## config.mk

```make
export PLATFORM = sky130hd
export DESIGN_NAME = lba_to_chs_converter_flat
export DESIGN_NICKNAME = d
export VERILOG_FILES = /design/src/rtl/l2c_pkg.sv /design/src/rtl/l2c_if.sv /design/src/rtl/l2c_cfg.sv /design/src/rtl/l2c_entry.sv /design/src/rtl/l2c_div_cell.sv /design/src/rtl/l2c_out.sv /design/src/rtl/lba_to_chs_converter.sv /design/src/flat_wrapper.sv
export SDC_FILE = /design/constraint.sdc
export NUM_CORES = 2
export LEC_CHECK = 0
export BUFFER_PORTS_ARGS = -buffer_cell sky130_fd_sc_hd__clkbuf_2
export CELL_PAD_IN_SITES_DETAIL_PLACEMENT = 1
export CELL_PAD_IN_SITES_GLOBAL_PLACEMENT = 1
export CORE_MARGIN = 4
export CORE_UTILIZATION = 48
export CTS_BUF_LIST = sky130_fd_sc_hd__clkbuf_4
export CTS_CLUSTER_DIAMETER = 200
export CTS_CLUSTER_SIZE = 14
export DETAILED_ROUTE_END_ITERATION = 7
export PLACE_DENSITY_LB_ADDON = 0.1
export SETUP_SLACK_MARGIN = 0.5
export SYNTH_ARGS = -nofsm -noshare
export SYNTH_HDL_FRONTEND = slang
export SYNTH_SLANG_ARGS = --single-unit
```

## constraint.sdc

```tcl
create_clock -name i_clk -period 4.3 [get_ports i_clk]
set_clock_uncertainty 0.2 [all_clocks]
set_input_delay 0.43 -clock i_clk [delete_from_list [all_inputs] [get_ports i_clk]]
set_output_delay 0.43 -clock i_clk [all_outputs]
set_load 0.02 [all_outputs]
```

## src/rtl/l2c_pkg.sv

```systemverilog
// Package for the LBA to CHS converter: geometry, token and slot types,
// register indexes and fixed widths. Depends on nothing else.
`default_nettype none

package l2c_pkg;

    localparam int ADDRESS_WIDTH_DEF = 32;

    localparam int HEADS_W   = 8;
    localparam int SECTORS_W = 6;
    localparam int HS_W      = HEADS_W + SECTORS_W;
    localparam int CYL_W     = 10;
    localparam int LIMIT_W   = HS_W + CYL_W;
    localparam int REM_W     = LIMIT_W;
    localparam int BYTE_W    = 8;
    localparam int NCELLS    = CYL_W + HEADS_W;

    localparam int CFG_INDEX_W = 8;
    localparam int CFG_DATA_W  = 8;

    typedef logic [CFG_INDEX_W-1:0] t_cfg_index;

    localparam t_cfg_index REG_HEADS   = t_cfg_index'(0);
    localparam t_cfg_index REG_SECTORS = t_cfg_index'(1);

    localparam logic [HEADS_W-1:0]   HEADS_RESET   = 8'hff;
    localparam logic [SECTORS_W-1:0] SECTORS_RESET = 6'h3f;
    localparam logic [CYL_W-1:0]     CYL_LIMIT     = 10'h3ff;

    localparam int HS_RESET_INT    = 255 * 63;
    localparam int LIMIT_RESET_INT = 1023 * HS_RESET_INT;

    localparam logic [HS_W-1:0]    HS_RESET    = HS_W'(HS_RESET_INT);
    localparam logic [LIMIT_W-1:0] LIMIT_RESET = LIMIT_W'(LIMIT_RESET_INT);

    typedef struct packed {
        logic [HEADS_W-1:0]   heads;
        logic [SECTORS_W-1:0] sectors;
        logic [HS_W-1:0]      hs;
        logic [LIMIT_W-1:0]   limit;
    } t_geom;

    typedef struct packed {
        logic                 sat;
        logic [REM_W-1:0]     rem;
        logic [CYL_W-1:0]     cyl;
        logic [HEADS_W-1:0]   head;
    } t_token;

    typedef struct packed {
        logic   valid;
        t_token tok;
    } t_slot;

endpackage

`default_nettype wire

```

## src/rtl/l2c_if.sv

```systemverilog
// Channel interfaces of the LBA to CHS converter: address input, CHS output
// and configuration write. Depends on l2c_pkg.
`default_nettype none

interface l2c_in_if #(
    parameter int ADDRESS_WIDTH = l2c_pkg::ADDRESS_WIDTH_DEF
);
    logic                     valid;
    logic                     ready;
    logic [ADDRESS_WIDTH-1:0] block_address;

    modport source (output valid, output block_address, input ready);
    modport sink   (input valid, input block_address, output ready);
endinterface

interface l2c_out_if;
    logic                          valid;
    logic                          ready;
    logic [l2c_pkg::BYTE_W-1:0]    head_byte;
    logic [l2c_pkg::BYTE_W-1:0]    sector_byte;
    logic [l2c_pkg::BYTE_W-1:0]    cylinder_low_byte;

    modport source (output valid, output head_byte, output sector_byte,
                    output cylinder_low_byte, input ready);
    modport sink   (input valid, input head_byte, input sector_byte,
                    input cylinder_low_byte, output ready);
endinterface

interface l2c_cfg_if;
    logic                            valid;
    logic                            ready;
    logic [l2c_pkg::CFG_INDEX_W-1:0] reg_index;
    logic [l2c_pkg::CFG_DATA_W-1:0]  wr_data;

    modport source (output valid, output reg_index, output wr_data, input ready);
    modport sink   (input valid, input reg_index, input wr_data, output ready);
endinterface

`default_nettype wire

```

## src/rtl/l2c_cfg.sv

```systemverilog
// Geometry registers of the LBA to CHS converter, with the derived
// heads-times-sectors product and saturation limit. Depends on l2c_pkg, l2c_if.
`default_nettype none

module l2c_cfg (
    input  wire logic           i_clk,
    input  wire logic           i_rst_n,
    l2c_cfg_if.sink             i_cfg,
    output l2c_pkg::t_geom      o_geom
);

    localparam int HW = l2c_pkg::HS_W;
    localparam int LW = l2c_pkg::LIMIT_W;
    localparam int CW = l2c_pkg::CYL_W;

    logic [l2c_pkg::HEADS_W-1:0]   r_heads, n_heads;
    logic [l2c_pkg::SECTORS_W-1:0] r_sectors, n_sectors;
    logic [HW-1:0]                 r_hs, n_hs;
    logic [LW-1:0]                 r_limit, n_limit;

    assign i_cfg.ready = 1'b1;

    always_comb begin
        n_heads   = r_heads;
        n_sectors = r_sectors;
        n_hs      = r_hs;
        if (i_cfg.valid) begin
            unique case (i_cfg.reg_index)
                l2c_pkg::REG_HEADS: begin
                    n_heads = i_cfg.wr_data[l2c_pkg::HEADS_W-1:0];
                    n_hs    = HW'(n_heads) * HW'(r_sectors);
                end
                l2c_pkg::REG_SECTORS: begin
                    n_sectors = i_cfg.wr_data[l2c_pkg::SECTORS_W-1:0];
                    n_hs      = HW'(r_heads) * HW'(n_sectors);
                end
                default: begin
                    n_hs = r_hs;
                end
            endcase
        end
        n_limit = {r_hs, {CW{1'b0}}} - LW'(r_hs);
    end

    always_ff @(posedge i_clk) begin
        if (!i_rst_n) begin
            r_heads   <= l2c_pkg::HEADS_RESET;
            r_sectors <= l2c_pkg::SECTORS_RESET;
            r_hs      <= l2c_pkg::HS_RESET;
            r_limit   <= l2c_pkg::LIMIT_RESET;
        end else begin
            r_heads   <= n_heads;
            r_sectors <= n_sectors;
            r_hs      <= n_hs;
            r_limit   <= n_limit;
        end
    end

    assign o_geom.heads   = r_heads;
    assign o_geom.sectors = r_sectors;
    assign o_geom.hs      = r_hs;
    assign o_geom.limit   = r_limit;

endmodule

`default_nettype wire

```

## src/rtl/l2c_entry.sv

```systemverilog
// Entry stages of the LBA to CHS converter: address register, then the
// saturation compare that starts a token. Depends on l2c_pkg, l2c_if.
`default_nettype none

module l2c_entry #(
    parameter int ADDRESS_WIDTH = l2c_pkg::ADDRESS_WIDTH_DEF
) (
    input  wire logic           i_clk,
    input  wire logic           i_rst_n,
    l2c_in_if.sink              i_blk,
    input  wire l2c_pkg::t_geom i_geom,
    input  wire logic           i_down_free,
    output l2c_pkg::t_slot      o_slot
);

    localparam int LW = l2c_pkg::LIMIT_W;

    logic                     r_v0;
    logic [ADDRESS_WIDTH-1:0] r_lba;
    logic                     r_v1;
    l2c_pkg::t_token          r_tok, n_tok;
    logic                     w_free0;
    logic                     w_free1;

    assign w_free1     = !r_v1 || i_down_free;
    assign w_free0     = !r_v0 || w_free1;
    assign i_blk.ready = w_free0;

    always_comb begin
        n_tok      = '0;
        n_tok.sat  = r_lba >= {{(ADDRESS_WIDTH-LW){1'b0}}, i_geom.limit};
        n_tok.rem  = r_lba[l2c_pkg::REM_W-1:0];
    end

    always_ff @(posedge i_clk) begin
        if (!i_rst_n) begin
            r_v0 <= 1'b0;
            r_v1 <= 1'b0;
        end else begin
            if (w_free0) begin
                r_v0 <= i_blk.valid;
            end
            if (w_free1) begin
                r_v1 <= r_v0;
            end
        end
    end

    always_ff @(posedge i_clk) begin
        if (w_free0 && i_blk.valid) begin
            r_lba <= i_blk.block_address;
        end
        if (w_free1 && r_v0) begin
            r_tok <= n_tok;
        end
    end

    assign o_slot.valid = r_v1;
    assign o_slot.tok   = r_tok;

endmodule

`default_nettype wire

```

## src/rtl/l2c_div_cell.sv

```systemverilog
// One cell of the divider chain: tries one shifted divisor against the
// partial remainder and records one quotient bit. Depends on l2c_pkg.
`default_nettype none

module l2c_div_cell #(
    parameter int STEP = 0
) (
    input  wire logic           i_clk,
    input  wire logic           i_rst_n,
    input  wire l2c_pkg::t_geom i_geom,
    input  wire l2c_pkg::t_slot i_slot,
    input  wire logic           i_down_free,
    output l2c_pkg::t_slot      o_slot,
    output logic                o_free
);

    localparam int  RW       = l2c_pkg::REM_W;
    localparam bit  IS_CYL   = (STEP < l2c_pkg::CYL_W);
    localparam int  SHIFT    = IS_CYL ? (l2c_pkg::CYL_W - 1 - STEP)
                                      : (l2c_pkg::NCELLS - 1 - STEP);
    localparam int  CYL_SEL  = IS_CYL ? SHIFT : 0;
    localparam int  HEAD_SEL = IS_CYL ? 0 : SHIFT;

    logic            r_valid;
    l2c_pkg::t_token r_tok, n_tok;
    logic [RW-1:0]   w_div;
    logic [RW-1:0]   w_trial;
    logic            w_ge;

    assign o_free  = !r_valid || i_down_free;
    assign w_div   = (IS_CYL ? RW'(i_geom.hs) : RW'(i_geom.sectors)) << SHIFT;
    assign w_ge    = i_slot.tok.rem >= w_div;
    assign w_trial = i_slot.tok.rem - w_div;

    always_comb begin
        n_tok = i_slot.tok;
        if (w_ge) begin
            n_tok.rem = w_trial;
        end
        if (IS_CYL) begin
            n_tok.cyl[CYL_SEL] = w_ge;
        end else begin
            n_tok.head[HEAD_SEL] = w_ge;
        end
    end

    always_ff @(posedge i_clk) begin
        if (!i_rst_n) begin
            r_valid <= 1'b0;
        end else if (o_free) begin
            r_valid <= i_slot.valid;
        end
    end

    always_ff @(posedge i_clk) begin
        if (o_free && i_slot.valid) begin
            r_tok <= n_tok;
        end
    end

    assign o_slot.valid = r_valid;
    assign o_slot.tok   = r_tok;

endmodule

`default_nettype wire

```

## src/rtl/l2c_out.sv

```systemverilog
// Output register of the LBA to CHS converter: packs a finished token into
// the three CHS bytes or the saturated form. Depends on l2c_pkg, l2c_if.
`default_nettype none

module l2c_out (
    input  wire logic           i_clk,
    input  wire logic           i_rst_n,
    input  wire l2c_pkg::t_geom i_geom,
    input  wire l2c_pkg::t_slot i_slot,
    output logic                o_free,
    l2c_out_if.source           o_chs
);

    localparam int BW = l2c_pkg::BYTE_W;
    localparam int SW = l2c_pkg::SECTORS_W;

    logic          r_valid;
    logic [BW-1:0] r_head, n_head;
    logic [BW-1:0] r_sector, n_sector;
    logic [BW-1:0] r_cyl_low, n_cyl_low;

    assign o_free = !r_valid || o_chs.ready;

    always_comb begin
        if (i_slot.tok.sat) begin
            n_head    = i_geom.heads - BW'(1);
            n_sector  = {l2c_pkg::CYL_LIMIT[9:8], i_geom.sectors};
            n_cyl_low = l2c_pkg::CYL_LIMIT[7:0];
        end else begin
            n_head    = i_slot.tok.head;
            n_sector  = {i_slot.tok.cyl[9:8], i_slot.tok.rem[SW-1:0] + SW'(1)};
            n_cyl_low = i_slot.tok.cyl[7:0];
        end
    end

    always_ff @(posedge i_clk) begin
        if (!i_rst_n) begin
            r_valid <= 1'b0;
        end else if (o_free) begin
            r_valid <= i_slot.valid;
        end
    end

    always_ff @(posedge i_clk) begin
        if (o_free && i_slot.valid) begin
            r_head    <= n_head;
            r_sector  <= n_sector;
            r_cyl_low <= n_cyl_low;
        end
    end

    assign o_chs.valid             = r_valid;
    assign o_chs.head_byte         = r_head;
    assign o_chs.sector_byte       = r_sector;
    assign o_chs.cylinder_low_byte = r_cyl_low;

endmodule

`default_nettype wire

```

## src/rtl/lba_to_chs_converter.sv

```systemverilog
// LBA to CHS converter, top level. One address is accepted per cycle unless
// back-pressure from the output holds the chain. The pipeline is made of two
// entry stages, the chain of 18 divider cells, one quotient bit each, and the
// output register.
// Synchronous reset clears every valid bit and sets the geometry to 255 heads
// and 63 sectors; there is no clearing pass.
// Depends on l2c_pkg, l2c_if, l2c_cfg, l2c_entry, l2c_div_cell and l2c_out.
`default_nettype none

module lba_to_chs_converter #(
    parameter int ADDRESS_WIDTH = l2c_pkg::ADDRESS_WIDTH_DEF
) (
    input  wire logic  i_clk,
    input  wire logic  i_rst_n,
    l2c_in_if.sink     i_blk,
    l2c_cfg_if.sink    i_cfg,
    l2c_out_if.source  o_chs
);

    localparam int NCELLS = l2c_pkg::NCELLS;

    l2c_pkg::t_geom w_geom;
    l2c_pkg::t_slot w_slot [0:NCELLS];
    logic           w_free [0:NCELLS];

    l2c_cfg u_cfg (
        .i_clk   (i_clk),
        .i_rst_n (i_rst_n),
        .i_cfg   (i_cfg),
        .o_geom  (w_geom)
    );

    l2c_entry #(
        .ADDRESS_WIDTH (ADDRESS_WIDTH)
    ) u_entry (
        .i_clk       (i_clk),
        .i_rst_n     (i_rst_n),
        .i_blk       (i_blk),
        .i_geom      (w_geom),
        .i_down_free (w_free[0]),
        .o_slot      (w_slot[0])
    );

    for (genvar g = 0; g < NCELLS; g++) begin : g_cell
        l2c_div_cell #(
            .STEP (g)
        ) u_cell (
            .i_clk       (i_clk),
            .i_rst_n     (i_rst_n),
            .i_geom      (w_geom),
            .i_slot      (w_slot[g]),
            .i_down_free (w_free[g+1]),
            .o_slot      (w_slot[g+1]),
            .o_free      (w_free[g])
        );
    end

    l2c_out u_out (
        .i_clk   (i_clk),
        .i_rst_n (i_rst_n),
        .i_geom  (w_geom),
        .i_slot  (w_slot[NCELLS]),
        .o_free  (w_free[NCELLS]),
        .o_chs   (o_chs)
    );

    // An empty output register frees the whole chain, so the input is ready.
    a_empty_out_ready: assert property (@(posedge i_clk) disable iff (!i_rst_n)
        !o_chs.valid |-> i_blk.ready)
        else $error("input stalled while the output register is empty");

    // The output register loads only from a valid last cell.
    a_no_phantom: assert property (@(posedge i_clk) disable iff (!i_rst_n)
        (!o_chs.valid && !w_slot[NCELLS].valid) |=> !o_chs.valid)
        else $error("result appeared without a transaction in the last cell");

    // Reset leaves no result pending.
    a_reset_clear: assert property (@(posedge i_clk)
        $past(!i_rst_n) |-> !o_chs.valid)
        else $error("result valid right after reset");

endmodule

`default_nettype wire
```

## src/flat_wrapper.sv

```systemverilog
// flat-port wrapper written by rule: the top's interface ports become plain ports
module lba_to_chs_converter_flat 
#(
    parameter int ADDRESS_WIDTH = l2c_pkg::ADDRESS_WIDTH_DEF
)
  (i_clk, i_rst_n, i_blk_valid, i_blk_block_address, i_blk_ready, i_cfg_valid, i_cfg_reg_index, i_cfg_wr_data, i_cfg_ready, o_chs_valid, o_chs_head_byte, o_chs_sector_byte, o_chs_cylinder_low_byte, o_chs_ready);
  l2c_in_if #(.ADDRESS_WIDTH(ADDRESS_WIDTH)) i_blk_i ();
  l2c_cfg_if i_cfg_i ();
  l2c_out_if o_chs_i ();
  input  wire logic i_clk;
  input  wire logic i_rst_n;
  input wire logic [$bits(i_blk_i.valid)-1:0] i_blk_valid;
  input wire logic [$bits(i_blk_i.block_address)-1:0] i_blk_block_address;
  output wire logic [$bits(i_blk_i.ready)-1:0] i_blk_ready;
  input wire logic [$bits(i_cfg_i.valid)-1:0] i_cfg_valid;
  input wire logic [$bits(i_cfg_i.reg_index)-1:0] i_cfg_reg_index;
  input wire logic [$bits(i_cfg_i.wr_data)-1:0] i_cfg_wr_data;
  output wire logic [$bits(i_cfg_i.ready)-1:0] i_cfg_ready;
  output wire logic [$bits(o_chs_i.valid)-1:0] o_chs_valid;
  output wire logic [$bits(o_chs_i.head_byte)-1:0] o_chs_head_byte;
  output wire logic [$bits(o_chs_i.sector_byte)-1:0] o_chs_sector_byte;
  output wire logic [$bits(o_chs_i.cylinder_low_byte)-1:0] o_chs_cylinder_low_byte;
  input wire logic [$bits(o_chs_i.ready)-1:0] o_chs_ready;
  assign i_blk_i.valid = i_blk_valid;
  assign i_blk_i.block_address = i_blk_block_address;
  assign i_blk_ready = i_blk_i.ready;
  assign i_cfg_i.valid = i_cfg_valid;
  assign i_cfg_i.reg_index = i_cfg_reg_index;
  assign i_cfg_i.wr_data = i_cfg_wr_data;
  assign i_cfg_ready = i_cfg_i.ready;
  assign o_chs_valid = o_chs_i.valid;
  assign o_chs_head_byte = o_chs_i.head_byte;
  assign o_chs_sector_byte = o_chs_i.sector_byte;
  assign o_chs_cylinder_low_byte = o_chs_i.cylinder_low_byte;
  assign o_chs_i.ready = o_chs_ready;
  lba_to_chs_converter #(.ADDRESS_WIDTH(ADDRESS_WIDTH)) u_core (.i_clk(i_clk), .i_rst_n(i_rst_n), .i_blk(i_blk_i), .i_cfg(i_cfg_i), .o_chs(o_chs_i));
endmodule
```

# Word level (Yosys, flattened, before mapping)
# Index checks and enable logic that the tools add are counted.
# classes
n_addsub	21
n_mul	2
div_mod_pow	0
magnitude_cmp	19
n_eq_ne	1
n_shift	0
muxes	21
n_bitwise	0
reduce_logical	68
# ops
cell	count
$mux W24	17
$sub A24 B14 Y24	2
$ge A32 B24 Y1	1
$mul A8 B6 Y14	2
$pmux W14 S2	1
$ge A24 B10 Y1	1
$ge A24 B11 Y1	1
$ge A24 B12 Y1	1
$ge A24 B13 Y1	1
$ge A24 B14 Y1	1
$ge A24 B15 Y1	1
$ge A24 B16 Y1	1
$ge A24 B17 Y1	1
$ge A24 B18 Y1	1
$ge A24 B19 Y1	1
$ge A24 B20 Y1	1
$ge A24 B21 Y1	1
$ge A24 B22 Y1	1
$ge A24 B23 Y1	1
$ge A24 B6 Y1	1
$ge A24 B7 Y1	1
$ge A24 B8 Y1	1
$ge A24 B9 Y1	1
$sub A24 B10 Y24	1
other kinds (27)	90
# totals
reg_bits	757
latchBits	0
ram_bits	0
romBits	0
output_inout_bits	27
mem_count	0

# Longest topological paths before layout
# logic_depth
depth_word	23
depth_mapped	17
depth_no_buf	16

# Modules after synthesis
# A second synthesis with hierarchy kept.
# unflattened
cells_unflattened	4177
area_unflattened_um2	50244.4
# modules_own_cells
module	n_inst	cells_per_inst	area_per_inst_um2
l2c_cfg	1	640	5300.1
l2c_entry	1	171	2557.5
l2c_div_cell at u_core.g_cell[9].u_cell	1	225	2544.9
l2c_div_cell at u_core.g_cell[3].u_cell	1	217	2478.6
l2c_div_cell at u_core.g_cell[4].u_cell	1	194	2476.1
l2c_div_cell at u_core.g_cell[8].u_cell	1	214	2474.9
l2c_div_cell at u_core.g_cell[6].u_cell	1	199	2473.6
l2c_div_cell at u_core.g_cell[5].u_cell	1	222	2458.6
l2c_div_cell at u_core.g_cell[0].u_cell	1	201	2452.4
l2c_div_cell at u_core.g_cell[2].u_cell	1	200	2439.8
l2c_div_cell at u_core.g_cell[1].u_cell	1	180	2424.8
l2c_div_cell at u_core.g_cell[7].u_cell	1	209	2394.8
l2c_div_cell at u_core.g_cell[16].u_cell	1	160	2162.1
l2c_div_cell at u_core.g_cell[15].u_cell	1	162	2135.8
7 more rows	--	--	--

# Worst setup path after synthesis
# No wires, ideal clock.
# synth_timing
path_kind	input port to flip-flop
from	input port o_chs_ready
to	register u_core.g_cell[11].u_cell.r_tok, in the netlist u_core.g_cell[11].u_cell.o_slot[10] (enable)
setup_ps	488
arrival_time_ps	3920
required_ps	3612
slack_ps	-309
path_stages	5
n_path_buf	1
path_cell_list	and4b_1 -> and3_1 -> clkbuf_1 -> and3_1 -> a21boi_0
# synth_between
elab_chain_cells	9
# synth_rtl
element	line	text
start, declared	flat_wrapper.sv:23	input wire logic [$bits(o_chs_i.ready)-1:0] o_chs_ready;
$logic_or A1 B1 Y1	l2c_out.sv:22	assign o_free = !r_valid || o_chs.ready;
$logic_or A1 B1 Y1 (7 in series)	l2c_div_cell.sv:30	assign o_free = !r_valid || i_down_free;
$logic_and A1 B1 Y1	l2c_div_cell.sv:56	if (o_free && i_slot.valid) begin
end signal, assigned	l2c_div_cell.sv:57	r_tok <= n_tok;
end, declared	l2c_div_cell.sv:25	l2c_pkg::t_token r_tok, n_tok;
# Every way passes these cells.
# A chain may end at the register's enable or synchronous reset.

# Final worst setup path
# layout_timing
from	register u_core.u_cfg.r_heads[5] in the netlist's numbering
to	register u_core.u_cfg.r_hs[13]
# layout_between
elab_chain_cells	2
# layout_rtl
element	line	text
start, declared	l2c_cfg.sv:16	logic [l2c_pkg::HEADS_W-1:0] r_heads, n_heads;
start signal, assigned	l2c_cfg.sv:47	r_heads <= l2c_pkg::HEADS_RESET;
start signal, assigned	l2c_cfg.sv:52	r_heads <= n_heads;
$mul A8 B6 Y14	l2c_cfg.sv:35	n_hs = HW'(r_heads) * HW'(n_sectors);
$pmux W14 S2	l2c_cfg.sv:28	unique case (i_cfg.reg_index)
end signal, assigned	l2c_cfg.sv:49	r_hs <= l2c_pkg::HS_RESET;
end signal, assigned	l2c_cfg.sv:54	r_hs <= n_hs;
end, declared	l2c_cfg.sv:18	logic [HW-1:0] r_hs, n_hs;
# Every way passes these cells.

==> impl_metrics.xml <==
<?xml version="1.0" encoding="UTF-8"?>
<metrics>
  <group name="floorplan">
    <metric name="start_util" unit="%">48.6</metric>
    <metric name="io_pins" unit="">80</metric>
    <metric name="die_x" unit="um">300</metric>
    <metric name="floorplan.die.height" unit="um">300</metric>
    <metric name="placeableCoreArea" unit="um2">84100</metric>
    <metric name="placementRows" unit="">106</metric>
    <metric name="fp.dieArea" unit="um2">89900</metric>
  </group>
  <group name="critical_path">
    <metric name="worstSetupPathType" unit="">reg -&gt; reg</metric>
    <metric name="cp_data_arrival_time" unit="ns">4.76</metric>
    <metric name="critical_path_endpoint_category" unit="">flop</metric>
    <metric name="path_max_fanout" unit="">3</metric>
    <metric name="required_time_of_the_critical_path" unit="ns">4.92</metric>
    <metric name="timing.critical_path.from_type" unit="">flop</metric>
  </group>
  <group name="logic_synthesis">
    <metric name="seq_area_frac_synth" unit="%">53.8</metric>
    <metric name="yosys_most_used_dff" unit="">sky130_fd_sc_hd__edfxtp_1</metric>
    <metric name="yosys_register_bits" unit="">757</metric>
    <metric name="syn_inst" unit="">3523</metric>
    <metric name="synth_top_area_share" unit="%">50.3</metric>
    <metric name="mapped_cell_area" unit="um2">40900</metric>
    <metric name="synthArstFlopShare" unit="%">0</metric>
    <metric name="synth_top_area_cell" unit="">sky130_fd_sc_hd__edfxtp_1</metric>
    <metric name="synthesis.area_per_instance" unit="um2">11.6</metric>
    <metric name="ys_warn_count" unit="">0</metric>
    <metric name="synth-edff-count" unit="">684</metric>
    <metric name="post_synth_num_cell_types" unit="">77</metric>
    <metric name="netlist_top_cells_area" unit="">sky130_fd_sc_hd__edfxtp_1, sky130_fd_sc_hd__ha_1, sky130_fd_sc_hd__dfxtp_1</metric>
    <metric name="postSynthNetCount" unit="">3907</metric>
  </group>
  <group name="route">
    <metric name="drtAntennaViolNets" unit="">0</metric>
    <metric name="wl_per_cell" unit="um">21.2</metric>
    <metric name="drc" unit="">0</metric>
    <metric name="first_pass_iters" unit="">5</metric>
    <metric name="per_cell_via_count_in_the_routed_design" unit="">5.71</metric>
    <metric name="routed_wirelength" unit="um">106000</metric>
    <metric name="first_iter_violations" unit="">1556</metric>
    <metric name="vias" unit="">28600</metric>
  </group>
  <group name="sta">
    <metric name="achievable-frequency" unit="GHz">0.242</metric>
    <metric name="hold-worst-slack" unit="ns">0.181</metric>
    <metric name="timing.setup.tns" unit="ns">0</metric>
    <metric name="pins_over_slew_limit" unit="">0</metric>
    <metric name="relSlewSlack" unit="%">19.9</metric>
    <metric name="final_hold_viol_count" unit="">0</metric>
    <metric name="final.period_utilization" unit="%">96.3</metric>
    <metric name="max_slew.worst_pin.slew" unit="ns">1.20</metric>
    <metric name="post-route-worst-setup-slack" unit="ns">0.160</metric>
    <metric name="rsz0062_at_grt" unit="">true</metric>
    <metric name="fin_crit" unit="ns">4.14</metric>
    <metric name="final-setup-viol-count" unit="">0</metric>
  </group>
  <group name="layout">
    <metric name="syn_to_final_growth" unit="%">13.0</metric>
    <metric name="final.fill_count" unit="">8857</metric>
    <metric name="fin_nets" unit="">4231</metric>
    <metric name="layout-drive-gt1-share" unit="%">14.4</metric>
    <metric name="post-route-cell-area" unit="um2">46200</metric>
    <metric name="layout.cells.non_filler" unit="">5014</metric>
    <metric name="final_util" unit="%">54.9</metric>
  </group>
  <group name="run">
    <metric name="drv_cap" unit="">0</metric>
  </group>
  <group name="cts">
    <metric name="clock_insertion_delay_worst_skew" unit="ns">0.94</metric>
    <metric name="clock_tree.buffer_depth" unit="">3</metric>
    <metric name="cts-htree-levels" unit="">2</metric>
    <metric name="clk_pin_slew" unit="ns">0.20</metric>
    <metric name="clock_tree.root_cell" unit="">sky130_fd_sc_hd__clkbuf_4</metric>
    <metric name="clock_sink_count" unit="">757</metric>
    <metric name="tritoncts_clock_tree" unit="">done</metric>
    <metric name="tritoncts.num_buffers" unit="">60</metric>
  </group>
  <group name="placement">
    <metric name="port-buffer-count" unit="">78</metric>
    <metric name="dpl_worst_slack" unit="ns">-0.243</metric>
    <metric name="globalplace.congestion" unit="">0.860</metric>
    <metric name="dp_hpwl" unit="um">77800</metric>
    <metric name="place_area" unit="um2">43600</metric>
    <metric name="placed_cells" unit="">4770</metric>
  </group>
  <group name="pwr">
    <metric name="tot_pwr" unit="mW">13.4</metric>
    <metric name="ir_worst_vdd" unit="V">0.000223</metric>
    <metric name="p_leak" unit="nW">17.1</metric>
    <metric name="power_density" unit="nW/um2">291</metric>
  </group>
  <group name="grt">
    <metric name="gr-total-overflow" unit="">0</metric>
    <metric name="initial_antenna_violation_count" unit="">5</metric>
    <metric name="grt_first_pass_wirelength" unit="um">168000</metric>
    <metric name="first_global_vias" unit="">30700</metric>
    <metric name="grt_usage" unit="%">23.3</metric>
    <metric name="grt_start_max_net_pins" unit="">74</metric>
  </group>
  <group name="min_path">
    <metric name="hold_path_class" unit="">reg -&gt; reg</metric>
  </group>
  <group name="status">
    <metric name="status" unit="">completed</metric>
  </group>
</metrics>
==> path summary, 6_finish.rpt <==
check                                     start                                  to  slack (ns)  cells after the start
max                     u_core.u_cfg.r_heads[5]               u_core.u_cfg.r_hs[13]        0.16                     15
min reg2reg  u_core.g_cell[6].u_cell.o_slot[16]  u_core.g_cell[7].u_cell.o_slot[16]        0.18                      0
min          u_core.g_cell[6].u_cell.o_slot[16]  u_core.g_cell[7].u_cell.o_slot[16]        0.18                      0
max reg2reg             u_core.u_cfg.r_heads[5]               u_core.u_cfg.r_hs[13]        0.16                     15
==> power by group <==
group / total (mW) / switching [mW] / internal, mW
clock network: 3.26 / 2.29 / 0.977
registers: 8.01 / 0.0458 / 7.97
logic: 2.15 / 1.12 / 1.03
total: 13.4 / 3.45 / 9.98
==> sequential cells by signal, indices dropped and copies added (netlist names), 6 cells and up <==
signal	count
u_core.g_cell.u_cell.r_valid	18
u_core.u_entry.r_lba	32
u_core.g_cell.u_cell.o_slot	603
u_core.u_cfg.r_sectors	6
u_core.u_out.o_chs.sector_byte	8
u_core.u_entry.o_slot	25
u_core.u_cfg.r_hs	14
u_core.u_cfg.r_heads	8
u_core.u_out.o_chs.head_byte	8
u_core.u_cfg.r_limit	24
u_core.u_out.o_chs.cylinder_low_byte	8
==> cell usage in the layout (no fill, tap or decap), types with 17 or more instances in the layout <==
cell and instances:
sky130_fd_sc_hd__edfxtp_1 684, sky130_fd_sc_hd__a21oi_1 204, sky130_fd_sc_hd__and3_1 21, sky130_fd_sc_hd__inv_1 210
sky130_fd_sc_hd__nor2b_1 52, sky130_fd_sc_hd__dlygate4sd3_1 93, sky130_fd_sc_hd__o21a_1 47, sky130_fd_sc_hd__or3_1 39
sky130_fd_sc_hd__dfxtp_1 51, sky130_fd_sc_hd__nand3_1 61, sky130_fd_sc_hd__nand2_1 237, sky130_fd_sc_hd__o211ai_1 28
sky130_fd_sc_hd__mux2_2 37, sky130_fd_sc_hd__ha_1 251, sky130_fd_sc_hd__fa_1 65, sky130_fd_sc_hd__a21o_1 46
sky130_fd_sc_hd__clkbuf_2 77, sky130_fd_sc_hd__a21boi_0 17, sky130_fd_sc_hd__nand4_1 41, sky130_fd_sc_hd__or2_2 17
sky130_fd_sc_hd__xnor2_1 164, sky130_fd_sc_hd__mux2i_1 25, sky130_fd_sc_hd__xor2_1 131, sky130_fd_sc_hd__nor4_1 55
sky130_fd_sc_hd__buf_4 166, sky130_fd_sc_hd__nand2b_1 44, sky130_fd_sc_hd__clkbuf_4 87, sky130_fd_sc_hd__nor2_1 240
sky130_fd_sc_hd__and2_1 57, sky130_fd_sc_hd__nor3_1 90, sky130_fd_sc_hd__a31oi_1 20, sky130_fd_sc_hd__or4_1 19
sky130_fd_sc_hd__o31ai_1 17, sky130_fd_sc_hd__o21ai_0 154
==> layout make-up <==
class	count	area [um2]	area share (%)
antenna	5	12.5	0.0271
clock buffer	87	653	1.41
clock inverter	3	55.1	0.119
inverter	230	912	1.97
multi-input combinational	2450	18300	39.6
sequential	757	22100	47.8
tap	1134	1420	3.07
timing repair buffer	348	2790	6.05
==> per-layer routing <==
layer | global-route usage, % | vias to the layer above | routed length (um)
met4 | 6.98 | 0 | 3300
met5 | 0 | - | 0
met3 | 2.29 | 182 | 3340
met1 | 28.7 | 14400 | 44100
li1 | - | 13500 | -
met2 | 43.2 | 509 | 55800
==> critical path, cell delays in order (launching register included) <==
cell and delay, ns:
sky130_fd_sc_hd__dfxtp_4 0.41, sky130_fd_sc_hd__and2_4 0.16, sky130_fd_sc_hd__fa_1 0.53, sky130_fd_sc_hd__inv_1 0.05
sky130_fd_sc_hd__fa_1 0.47, sky130_fd_sc_hd__fa_1 0.54, sky130_fd_sc_hd__inv_2 0.06, sky130_fd_sc_hd__ha_4 0.23
sky130_fd_sc_hd__a21oi_4 0.14, sky130_fd_sc_hd__o211ai_1 0.17, sky130_fd_sc_hd__o41ai_2 0.40, sky130_fd_sc_hd__o21ai_1 0.15
sky130_fd_sc_hd__xnor2_1 0.17, sky130_fd_sc_hd__nor2_1 0.07, sky130_fd_sc_hd__a211oi_2 0.15, sky130_fd_sc_hd__o21ai_1 0.10
==> cell usage after synthesis, types with 41 or more instances <==
master	number
sky130_fd_sc_hd__a21o_1	46
sky130_fd_sc_hd__a21oi_1	212
sky130_fd_sc_hd__and2_1	69
sky130_fd_sc_hd__clkbuf_1	81
sky130_fd_sc_hd__dfxtp_1	73
sky130_fd_sc_hd__edfxtp_1	684
sky130_fd_sc_hd__fa_1	68
sky130_fd_sc_hd__ha_1	263
sky130_fd_sc_hd__inv_1	228
sky130_fd_sc_hd__nand2_1	241
sky130_fd_sc_hd__nand2b_1	44
sky130_fd_sc_hd__nand3_1	64
sky130_fd_sc_hd__nand4_1	41
sky130_fd_sc_hd__nor2_1	240
sky130_fd_sc_hd__nor2b_1	63
sky130_fd_sc_hd__nor3_1	96
sky130_fd_sc_hd__nor4_1	60
sky130_fd_sc_hd__o21a_1	47
sky130_fd_sc_hd__o21ai_0	166
sky130_fd_sc_hd__xnor2_1	164
sky130_fd_sc_hd__xor2_1	133
==> cell families (layout without fill, tap and decap cells) <==
group	Yosys count	in the layout	share of synthesized area [%]
AND/OR/NAND/NOR	1078	1078	13.5
flip-flops	757	757	53.8
AO/OA/AOI/OAI	680	681	10.4
adder cells (fa/ha/maj)	331	331	11.4
buffers and inverters	317	668	2.94
XOR/XNOR	297	297	6.36
multiplexers	62	62	1.63
other	1	6	0.00917
==> timing repair <==
item                       4_1_cts  5_1_grt
pin swaps                       30       32
buffers inserted                28       27
cloned                           1        0
gates resized for setup         51       69
hold endpoints to repair       137        0
hold buffers                    93        0
setup endpoints to repair      101      130
Note: power is estimated with default switching activity, not from simulation.
